===== src/mes_pkg.sv =====
// ============================================================================
// mes_pkg: shared types and constants for the multilinear stress block
// Holds the channel beat structs, opcode codes, register indexes and limits.
// ============================================================================
package mes_pkg;

    localparam int MAX_POINTS = 64;
    localparam int IDX_W      = $clog2(MAX_POINTS);

    localparam logic [1:0] OP_EVAL    = 2'd0;
    localparam logic [1:0] OP_WRITE   = 2'd1;
    localparam logic [1:0] OP_RESTART = 2'd2;

    localparam logic [0:0] REG_DAMPING = 1'd0;
    localparam logic [0:0] REG_POINTS  = 1'd1;

    localparam logic signed [47:0] MAX48 = 48'sh7FFF_FFFF_FFFF;
    localparam logic signed [47:0] MIN48 = 48'sh8000_0000_0000;

    typedef struct packed {
        logic [1:0]         opcode;
        logic [5:0]         point_index;
        logic signed [31:0] strain_value;
        logic signed [31:0] strain_rate;
        logic signed [31:0] stress_value;
    } t_in_beat;

    typedef struct packed {
        logic signed [31:0] stress_out;
        logic signed [47:0] tangent_out;
        logic [5:0]         segment_out;
    } t_out_beat;

endpackage


===== src/mes_divider.sv =====
// ============================================================================
// mes_divider: bit-serial signed divider for the segment slope
// Restoring division, one quotient bit per cycle, truncation toward zero,
// result saturated to 48 bits. A zero divisor saturates by the dividend sign.
// ============================================================================
module mes_divider (
    input  logic               i_clk,
    input  logic               i_rst_n,
    input  logic               i_start,
    input  logic signed [33:0] i_num,   // stress difference
    input  logic signed [32:0] i_den,   // strain difference
    output logic               o_done,
    output logic signed [47:0] o_quot
);
    // dividend magnitude is |ds| * 2^24, below 2^58
    logic [57:0] r_dvd, n_dvd;
    logic [32:0] r_rem, n_rem;
    logic [32:0] r_den, n_den;
    logic [57:0] r_q, n_q;
    logic [5:0]  r_cnt, n_cnt;
    logic        r_busy, n_busy;
    logic        r_neg, n_neg;
    logic        r_zero, n_zero;
    logic        r_done, n_done;
    logic [33:0] w_trial;
    logic [33:0] w_num_mag;

    assign w_num_mag = i_num[33] ? 34'(-i_num) : 34'(i_num);
    assign w_trial   = {r_rem, r_dvd[57]} - {1'b0, r_den};

    // shift one dividend bit into the remainder per cycle
    always_comb begin
        n_dvd  = r_dvd;
        n_rem  = r_rem;
        n_den  = r_den;
        n_q    = r_q;
        n_cnt  = r_cnt;
        n_busy = r_busy;
        n_neg  = r_neg;
        n_zero = r_zero;
        n_done = 1'b0;
        if (i_start) begin
            n_dvd  = {w_num_mag[33:0], 24'd0};
            n_rem  = '0;
            n_den  = i_den[32] ? 33'(-i_den) : 33'(i_den);
            n_q    = '0;
            n_cnt  = '0;
            n_busy = (i_den != '0);
            n_done = (i_den == '0);
            n_neg  = i_num[33] ^ i_den[32];
            n_zero = (i_den == '0);
        end else if (r_busy) begin
            n_dvd = {r_dvd[56:0], 1'b0};
            if (!w_trial[33]) begin
                n_rem = w_trial[32:0];
                n_q   = {r_q[56:0], 1'b1};
            end else begin
                n_rem = {r_rem[31:0], r_dvd[57]};
                n_q   = {r_q[56:0], 1'b0};
            end
            n_cnt = r_cnt + 6'd1;
            if (r_cnt == 6'd57) begin
                n_busy = 1'b0;
                n_done = 1'b1;
            end
        end
    end

    always_ff @(posedge i_clk) begin
        if (!i_rst_n) begin
            r_busy <= 1'b0;
            r_done <= 1'b0;
            r_cnt  <= '0;
        end else begin
            r_busy <= n_busy;
            r_done <= n_done;
            r_cnt  <= n_cnt;
        end
        r_dvd  <= n_dvd;
        r_rem  <= n_rem;
        r_den  <= n_den;
        r_q    <= n_q;
        r_neg  <= n_neg;
        r_zero <= n_zero;
    end

    // apply sign and saturate; r_neg carries the dividend sign for zero divisor
    always_comb begin
        if (r_zero) begin
            o_quot = (r_dvd == '0) ? 48'sd0 : (r_neg ? mes_pkg::MIN48 : mes_pkg::MAX48);
        end else if (r_neg) begin
            o_quot = (r_q > 58'h8000_0000_0000) ? mes_pkg::MIN48 : 48'(-r_q);
        end else begin
            o_quot = (r_q > 58'h7FFF_FFFF_FFFF) ? mes_pkg::MAX48 : 48'(r_q);
        end
    end

    assign o_done = r_done;

endmodule


===== config.mk =====
export PLATFORM = sky130hd
export DESIGN_NAME = mes_divider
export DESIGN_NICKNAME = d
export VERILOG_FILES = /design/src/mes_pkg.sv /design/src/mes_divider.sv
export SDC_FILE = /design/constraint.sdc
export NUM_CORES = 1
export LEC_CHECK = 0
export BUFFER_PORTS_ARGS = -buffer_cell sky130_fd_sc_hd__buf_4
export CORE_AREA = 2 2 198 200
export CTS_BUF_LIST = sky130_fd_sc_hd__clkbuf_4 sky130_fd_sc_hd__clkbuf_8 sky130_fd_sc_hd__clkbuf_16
export DETAILED_ROUTE_END_ITERATION = 10
export DIE_AREA = 0 0 200 202
export GPL_ROUTABILITY_DRIVEN = 0
export REMOVE_ABC_BUFFERS = 1
export SLEW_MARGIN = 25
export SYNTH_ARGS = -nofsm -noshare
export SYNTH_HDL_FRONTEND = slang
export SYNTH_SLANG_ARGS = --single-unit

===== constraint.sdc =====
create_clock -name i_clk -period 7.35 [get_ports i_clk]
set_input_delay 0.3675 -clock i_clk [delete_from_list [all_inputs] [get_ports i_clk]]
set_output_delay 0.3675 -clock i_clk [all_outputs]
set_load 0.01 [all_outputs]

---- Word level (Yosys, flattened, before mapping) ----
Cells that the tools add are included.
cells by class
  add/subtract/negate cells ............... 5
  $lt $le $gt $ge ......................... 2
  equal/unequal tests ..................... 1
  multiplexer cells ....................... 18
  bitwise operators ....................... 2
  reductions and logical operators ........ 5
operators by type and width
  cell                  number
  $mux 48               6
  $mux 58               2
  $gt 58x47->1 const B  1
  $gt 58x48->1 const B  1
  $logic_not 58->1      1
  $neg 48->48           1
  $mux 34               1
  $neg 34->34           1
  $sub 34x33->34        1
  $logic_not 33->1      1
  $mux 33               1
  $neg 33->33           1
  $reduce_bool 33->1    1
  $mux 32               1
  $mux 1                7
  $add 6x1->6 const B   1
  $eq 6x6->1 const B    1
  $reduce_bool 2->1     1
  $reduce_or 2->1       1
  $not 1->1             1
  $xor 1x1->1           1
word-level totals
  register bits ........................... 168
  output and inout bits ................... 49

---- Longest topological paths before layout ----
Gate-level depths: netlist of the first run.
  depth in word-level cells ............... 4
  mapped depth ............................ 14

---- Least setup slack after synthesis of the first run ----
Ideal clock, no wire load.
  kind .................................... reg-to-output
  from .................................... register r_q[0]
  to ...................................... output o_quot[36]
  arrival ................................. 2958 ps
  required time ........................... 6983 ps
  path slack .............................. 4024 ps
  stages on the path, launching flop included .. 11
  cells stage by stage .................... dfxtp_1 inv_1 ha_1 or3b_1 or4_1 buf_4 nor4_4 nand4bb_1 a21oi_4 nand3_2 o311ai_0
on the way
  word-level cells in the longest chain between the ends .. 4
RTL lines
  item                                 RTL line                              text
  start, declared                      mes_divider.sv:19                     logic [57:0] r_q, n_q;
  start signal, assigned               mes_divider.sv:82                     r_q <= n_q;
  $neg 48->48 (tied with other cells)  mes_divider.sv:92                     o_quot = (r_q > 58'h8000_0000_0000) ? mes_pkg::MIN48 : 48'(-r_q);
  $mux 48, on equally long branches    mes_divider.sv:92, mes_divider.sv:94
  $mux 48 (*)                          mes_divider.sv:91                     end else if (r_neg) begin
  $mux 48 (*)                          mes_divider.sv:89                     if (r_zero) begin
  end, declared                        mes_divider.sv:13                     output logic signed [47:0] o_quot
Mark *: on every way between the ends. The rest lies on a longest branch, timed or not.

---- Final worst setup path of the first run ----
  from .................................... register r_q[0]
  to ...................................... output o_quot[21]
Same word-level chain as after synthesis.

==> metrics.txt, run 1 <==
post-CTS sizing=0; final worst slack=2.84 ns; area of the multi-input gates=0.00675 mm^2; Post-synth ARST share=0%; largest net degree at the start of global routing=74; Mean Syn Cell Area=8.36 um^2; final wirelength=29900 um; port bufs=118; Primary FF master, synth=dfxtp_1; leading post-synthesis cells by cell area=edfxtp_1 (18%), dfxtp_1 (18%), mux2i_1 (7.5%), nor2_1 (6.2%), ha_1 (4.3%); FF+latch count, synth=168; filler cell count=3962; total CTS buffers=17; Power Dens Cells=204 mW/mm^2; vias in the first global route=9440; CP Capture Type=primary output; Syn-to-layout area delta=16.8%; Vias/cell=5.13; dpl ws=3.32 ns; Period Utilization, post-route=61.4%; Max-slew headroom=42.4%; hold path depth=1; GR Overflow Total=0; NumNets Final=1527; Synth Warn #=0; WL per Instance=15.4 um; io pins=119; global-route usage over all layers=15.0%; max_cap viols=0; Root Buffer=clkbuf_16; fin crit period=4.51 ns; final antenna-violating net count=0; H-tree depth=4; Worst Setup Start Kind=flop; register area share after synthesis=35.8%; R2R cell count=12; share of layout cells above drive strength 1=12.9%; RSZ-0062 raised after global routing=no; Yosys top cell area share=18.3%; leakage=5.18 nW; FF/Latch Area=0.00406 mm^2; most frequent cell after synthesis=nor2_1; clock transition at the registers of the reported paths=0.07 ns; Chip Height=202 um; CTS tree=yes; TritonCTS sink count=168; Peak VDD IR=0.143 mV; worst-margin pin slew=0.863 ns; worst skew pair latency=0.46 ns; Die ar.=0.0404 mm^2; status=finished clean; top cells by count, synth=nor2_1 (188), nand2_1 (108), dfxtp_1 (99); core area=0.0383 mm^2; Sum Neg Setup Slack=0 ns; drt first pass iters=5; number of flops mapped to enable cells by yosys=69; via count=9989; Mapped Cells=1354; post-synthesis cell area=0.0113 mm^2; Worst Hold Class=in -> reg; number of hold buffers added after cts=0; CTS max path bufs=2; Final setup viols=0; Die Wd=200 um; class of the most critical setup path=reg -> out; initial antenna violation count=0; Clock Skews=0.0127 ns; # rows=72; first-pass GRT wire length=48600 um; DR iter-0 viols=666; Final Slew Violations=0; residual DRC count=0; Max Clk Rate=222 MHz; Post-DP HPWL=21400 um; leading area contributor after synthesis=edfxtp_1; Arrival @ worst endpoint=4.15 ns; Post-CTS Setup Repair Bufs=0; Max Fanout on Critical Path=26; Final Hold Vio Count=0; Synth cell types=69; total power=2.69 mW; initial core utilization=29.6%; CP Data Required Time=6.98 ns
==> layout by cell type (no fill, tap or decap), drive strengths merged, types with 9 or more instances in the layout <==
cell    count
a211oi     28
a21o       11
a21oi      96
a31oi       9
buf       126
clkbuf     20
dfxtp      99
edfxtp     69
ha         39
inv        63
mux2i      85
nand2     109
nand2b     17
nand3      32
nand4      13
nor2      188
nor2b      11
nor3       31
nor4       25
o21ai      90
o22ai      15
o311ai     10
o31ai      26
o41ai      12
or3        17
or4        16
xnor2      54
xor2       47
==> power breakdown <==
part / switching, mW / leakage, nW / total, mW / internal (mW)
registers: 0.0415 / 1.48 / 1.08 / 1.04
logic: 0.400 / 3.40 / 0.692 / 0.292
clock network: 0.429 / 0.295 / 0.920 / 0.492
total: 0.870 / 5.18 / 2.69 / 1.82
==> final timing paths <==
check,start,endpoint,slack (ns)
setup reg to reg,r_den[4]$_DFFE_PP_,r_rem[15]$_SDFFE_PP0P_,3.43
hold reg to reg,r_rem[9]$_SDFFE_PP0P_,r_rem[9]$_SDFFE_PP0P_,0.50
hold / removal,i_den[0],r_den[0]$_DFFE_PP_,0.12
setup / recovery,r_q[0]$_SDFFE_PP0P_,o_quot[21],2.84
==> flip-flops by register name, summed over array words and instances (netlist names), 6 cells and up <==
register and flops:
r_rem 33, r_den 33, r_q 58, r_dvd 34
r_cnt 6
==> worst max-delay path: stages (launching register included) <==
cell and delay [ns]:
dfxtp_1 0.35, inv_1 0.08, ha_1 0.18, or3b_1 0.40
or4_1 0.68, nor4_4 0.34, nand4bb_1 0.21, a21o_1 0.28
a21o_1 0.48, nand2b_1 0.29, a221oi_2 0.23, buf_4 0.16
==> cell families (layout without fill, tap and decap cells) <==
group           after synthesis  in the layout  share of synthesized area, %
fa+ha+maj                    40             40                          4.49
xor+xnor                    101            101                          7.95
mux                          87             87                          7.71
buf+inv                     138            214                          4.73
other cells                   0              1                             0
simple gates                483            483                          20.3
compound gates              337            337                          19.0
flops                       168            168                          35.8
==> stage by stage <==
stage               cells  instance area [um^2]  utilization, %  hold WS (ns)
floorplan            1272                 11000               -         0.440
finish               1949                 13200            34.5         0.121
global route         1948                 13200            34.5         0.109
global placement     1915                 12600            32.9         0.469
CTS                  1947                 13200            34.5        0.0967
detailed placement   1915                 12600            32.9         0.488
==> layer usage <==
layer / part of all wire, % / global-route usage [%] / vias up
met3: 5.0 / 2.79 / 31
met1: 48 / 20.7 / 4703
li1: - / - / 5025
met4: 2.0 / 5.08 / 0
met5: 0 / 0 / -
met2: 45 / 23.5 / 230
==> final cells by class <==
cell class,instances,share of cell area (%)
inverters,56,1.59
well taps,518,4.90
clock inverters,12,0.766
flip-flops and latches,168,30.7
multi-input cells,1048,51.0
diodes,1,0.0189
repair buffers,126,7.33
clock buffers,20,3.70
Power figures use the tool's default switching activity.
==> run 2, diff against run 1 <==
- clock period: 7.35 -> 4.7 ns (I/O delays scaled with it)
==> metrics.txt, run 2 (synthesis gave the netlist of run 1 again) <==
Vias/cell=5.11; Die ar.=0.0404 mm^2; first-pass GRT wire length=48700 um; Psw=1.30 mW; Worst Hold Class=in -> reg; reg-to-reg slack, setup=1.03 ns; fin crit period=4.39 ns; Final Instance Area=0.0132 mm^2; diode count=0; global-route usage over all layers=14.9%; vias in the first global route=9376; CTS max path bufs=2; logic gate share of total power=25.9%; FF/Latch Area=0.00406 mm^2; final std cells w/o fill=1950; area of the multi-input gates=0.00675 mm^2; hold path depth=2; worst-margin pin slew=1.04 ns; via count=9959; Endpoint, Worst Hold=r_den[25]$_DFFE_PP_; cell area after placement=0.0126 mm^2; residual DRC count=0; share of layout cells above drive strength 1=12.9%; leakage=5.18 nW; Pint=2.89 mW; Max Fanout on Critical Path=26; Period Utilization, post-route=93.3%; Max-slew headroom=30.7%; port bufs=118; Root Buffer=clkbuf_16; initial antenna violation count=0; io pins=119; final core occ=34.5%; CP Data Required Time=4.47 ns; Syn-to-layout area delta=16.8%; r2r endpoint=r_rem[0]$_SDFFE_PP0P_; max reg flops=58; worst skew pair latency=0.45 ns; final antenna-violating net count=0; Top reg by flops=r_q; R2R cell count=11; top flop regs=r_q: 58 flops, r_dvd: 34 flops; Final Hold Vio Count=0; Die Wd=200 um; Sum Neg Setup Slack=0 ns; class of the most critical setup path=reg -> out; Sw Share=31.0%; placed cell count=1916; Power Dens Cells=317 mW/mm^2; Post-DP HPWL=21300 um; worst hold start=i_den[25]; total CTS buffers=17; post-CTS sizing=0; DR iter-0 viols=646; Peak VDD IR=0.234 mV; filler cell count=3972; Post-CTS Setup Repair Bufs=0; NumNets Final=1529; GR Overflow Total=0; status=finished clean; max_cap viols=0; Final Slew Violations=0; sequential share of power=40.4%; WL per Instance=15.3 um; drt first pass iters=5; RSZ-0062 raised after global routing=no; Clk network pwr share=33.8%; H-tree depth=4; CTS tree=yes; launching point of the worst reg2reg path=r_den[4]$_DFFE_PP_; total power=4.19 mW; Clock Skews=0.0146 ns; most common cell after layout, fill and taps aside=nor2_1; largest net degree at the start of global routing=107; CP Capture Type=primary output; Arrival @ worst endpoint=4.15 ns; core area=0.0383 mm^2; number of hold buffers added after cts=2; Max Clk Rate=228 MHz; initial core utilization=29.6%; most frequent cells in the layout=nor2_1 (188), buf_4 (124), nand2_1 (108); clock transition at the registers of the reported paths=0.07 ns; TritonCTS sink count=168; # rows=72; Final setup viols=0; Chip Height=202 um; final wirelength=29800 um; Worst Setup Start Kind=flop
## run 2: cell count changes in the layout (fill, tap and decap cells not counted), sizes merged
| cell | before | now |
|---|---|---|
| dlygate4sd3 | 0 | 2 |
| clkinvlp | 0 | 1 |
| inv | 63 | 59 |
| diode | 1 | 0 |
| bufinv | 0 | 2 |
| clkinv | 5 | 6 |
## run 2: through the flow
| stage | hold slack, ns | setup WS [ns] |
|---|---|---|
| 6_report | 0.0928 | 0.313 |
| 5_1_grt | 0.0816 | 0.0343 |
| 4_1_cts | 0.0695 | 0.296 |
| 3_5_place_dp | 0.443 | 0.799 |
| 3_3_place_gp | 0.441 | 0.885 |
| 2_1_floorplan | 0.307 | 0.255 |
## run 2: cell type report
class,instances,area share [%]
clock inverters,12,0.927
inverters,56,1.59
flip-flops and latches,168,30.7
clock buffers,20,3.43
repair buffers,128,7.43
multi-input cells,1048,51.0
well taps,518,4.90
## run 2: worst max path at each step
stage	from	end	slack (ns)	cells after the start
finish	r_q[0]$_SDFFE_PP0P_	o_quot[21]	0.31	11
global route	r_q[0]$_SDFFE_PP0P_	o_quot[21]	0.03	11
CTS	r_q[0]$_SDFFE_PP0P_	o_quot[21]	0.30	11
detailed placement	r_q[0]$_SDFFE_PP0P_	o_quot[21]	0.80	11
global placement	r_q[0]$_SDFFE_PP0P_	o_quot[4]	0.89	10
floorplan	r_busy$_SDFF_PN0_	r_cnt[5]$_SDFFE_PP0P_	0.25	3
## run 2: power by group through the flow
stage / clock network (mW) / logic, mW / registers [mW]
5_1_grt: 1.51 / 1.21 / 1.70
3_3_place_gp: 0 / 1.07 / 1.72
3_5_place_dp: 0 / 1.08 / 1.72
4_1_cts: 1.46 / 1.09 / 1.69
2_1_floorplan: 0 / 0.709 / 1.72
6_report: 1.42 / 1.08 / 1.69
## run 2: metal layers
metal	track usage (%)	up-vias	part of all wire (%)
li1	-	5037	-
met1	20.4	4672	48
met2	23.8	214	47
met3	2.44	36	3.4
met4	4.79	0	1.8
met5	0	-	0
## run 2: worst max-delay path: stages (launching register included)
cell	delay, ns
dfxtp_1	0.35
inv_1	0.09
ha_1	0.19
or3b_1	0.41
or4_1	0.67
nor4_4	0.36
nand4bb_1	0.22
a21o_1	0.29
a21o_1	0.46
nand2b_1	0.28
a221oi_2	0.22
buf_4	0.16
==> run 3, diff against run 2 <==
--- a/config.mk
+++ b/config.mk
@@ -10,2 +10,3 @@
 export CTS_BUF_LIST = sky130_fd_sc_hd__clkbuf_4 sky130_fd_sc_hd__clkbuf_8 sky130_fd_sc_hd__clkbuf_16
+export CTS_CLUSTER_SIZE = 30
 export DETAILED_ROUTE_END_ITERATION = 10
@@ -13,2 +14,3 @@
 export GPL_ROUTABILITY_DRIVEN = 0
+export PLACE_DENSITY = 0.57
 export REMOVE_ABC_BUFFERS = 1
==> constraint.sdc (replaced) <==
create_clock -name i_clk -period 4.7 [get_ports i_clk]
set_input_delay 0.47 -clock i_clk [delete_from_list [all_inputs] [get_ports i_clk]]
set_output_delay 0.47 -clock i_clk [all_outputs]
set_load 0.01 [all_outputs]
==> metrics.txt, run 3 (synthesis gave the netlist of run 1 again) <==
fin crit period=4.49 ns; max_cap viols=0; Final Hold Vio Count=0; Vias/cell=5.12; Worst Setup Start Kind=flop; TritonCTS sink count=168; clock transition at the registers of the reported paths=0.06 ns; total CTS buffers=17; WL per Instance=15.4 um; initial antenna violation count=0; dpl ws=0.573 ns; cell area after placement=0.0126 mm^2; post-CTS sizing=0; most frequent cells in the layout=nor2_1 (188), buf_4 (126), nand2_1 (108); final worst slack=0.212 ns; Post-CTS Setup Repair Bufs=0; # rows=72; worst skew pair latency=0.44 ns; core area=0.0383 mm^2; final wirelength=30000 um; Post-DP HPWL=21400 um; status=finished clean; max reg flops=58; worst setup path startpoint=r_q[0]$_SDFFE_PP0P_; Arrival @ worst endpoint=4.02 ns; Clock Skews=0.0108 ns; Final Instance Area=0.0133 mm^2; Max-slew headroom=45.0%; GR Overflow Total=0; Period Utilization, post-route=95.5%; Final setup viols=0; Power Dens Cells=322 mW/mm^2; CP Data Required Time=4.23 ns; launching point of the worst reg2reg path=r_den[4]$_DFFE_PP_; final antenna-violating net count=0; leakage=5.20 nW; Root Buffer=clkbuf_16; H-tree depth=4; CTS max path bufs=2; total power=4.27 mW; Final Slew Violations=0; share of layout cells above drive strength 1=13.1%; residual DRC count=0; initial core utilization=29.6%; most common cell after layout, fill and taps aside=nor2_1; Syn-to-layout area delta=17.1%; Sum Neg Setup Slack=0 ns; via count=9993; DR iter-0 viols=662; global-route usage over all layers=15.1%; io pins=119; Worst Hold Class=in -> reg; class of the most critical setup path=reg -> out; Top reg by flops=r_q; drt first pass iters=5; CTS tree=yes; port bufs=118; Max Clk Rate=223 MHz; largest net degree at the start of global routing=105; worst hold start=i_den[0]; NumNets Final=1529; number of hold buffers added after cts=0; RSZ-0062 raised after global routing=no; worst-margin pin slew=0.826 ns; FF/Latch Area=0.00406 mm^2; filler cell count=3952; top flop regs=r_q: 58 flops, r_dvd: 34 flops; diode count=0; Chip Height=202 um; Peak VDD IR=0.250 mV; Die ar.=0.0404 mm^2; first-pass GRT wire length=48900 um; Max Fanout on Critical Path=10; vias in the first global route=9289; CP Capture Type=primary output; area of the multi-input gates=0.00675 mm^2; Die Wd=200 um
run 3: changes by cell type in the layout (fill, tap and decap cells not counted), sizes merged:
cell | before | now
buf | 126 | 128
clkinv | 6 | 3
clkinvlp | 1 | 0
dlygate4sd3 | 2 | 0
inv | 59 | 63
run 3: per-stage QoR:
step / util (%) / hold WS, ns / std cells
final: 34.6 / 0.227 / 1950
after CTS: 34.6 / 0.200 / 1950
after global routing: 34.6 / 0.213 / 1950
after global placement: 33.0 / 0.471 / 1918
after detailed placement: 33.0 / 0.486 / 1918
after floorplan: - / 0.458 / 1272
run 3: path summary, 6_finish.rpt:
check | endpoint | slack [ns] | cells after the start
max | o_quot[6] | 0.21 | 11
min | r_den[0]$_DFFE_PP_ | 0.23 | 1
max reg2reg | r_rem[24]$_SDFFE_PP0P_ | 1.19 | 12
min reg2reg | r_cnt[5]$_SDFFE_PP0P_ | 0.49 | 2
run 3: power by group:
group / total (mW) / leakage (nW) / internal [mW] / switching, mW
registers: 1.69 / 1.48 / 1.63 / 0.0663
clock network: 1.49 / 0.308 / 0.849 / 0.645
logic: 1.09 / 3.41 / 0.461 / 0.626
run 3: layout make-up:
class                           instances  area share [%]
Sequential cell                       168            30.6
Timing Repair Buffer                  128            7.37
Multi-Input combinational cell       1048            50.9
Clock inverter                         12           0.991
Inverter                               56            1.59
Clock buffer                           20            3.61
Tap cell                              518            4.89
run 3: critical path, cell delays in order, from the launching register on:
cell and delay, ns:
dfxtp_1 0.34, inv_1 0.09, ha_1 0.18, or3b_1 0.39, or4_1 0.68, nor4_4 0.36, nand4bb_1 0.22, a21o_1 0.28
nor2_1 0.47, nand3_1 0.14, a21oi_1 0.26, buf_4 0.17
run 3: routing by layer:
metal,wire (um),GRT usage (%),up-vias
li1,-,-,5032
met1,14200,20.6,4679
met2,14000,24.0,255
met3,1400,2.60,27
met4,465,4.81,0
met5,0,0,-
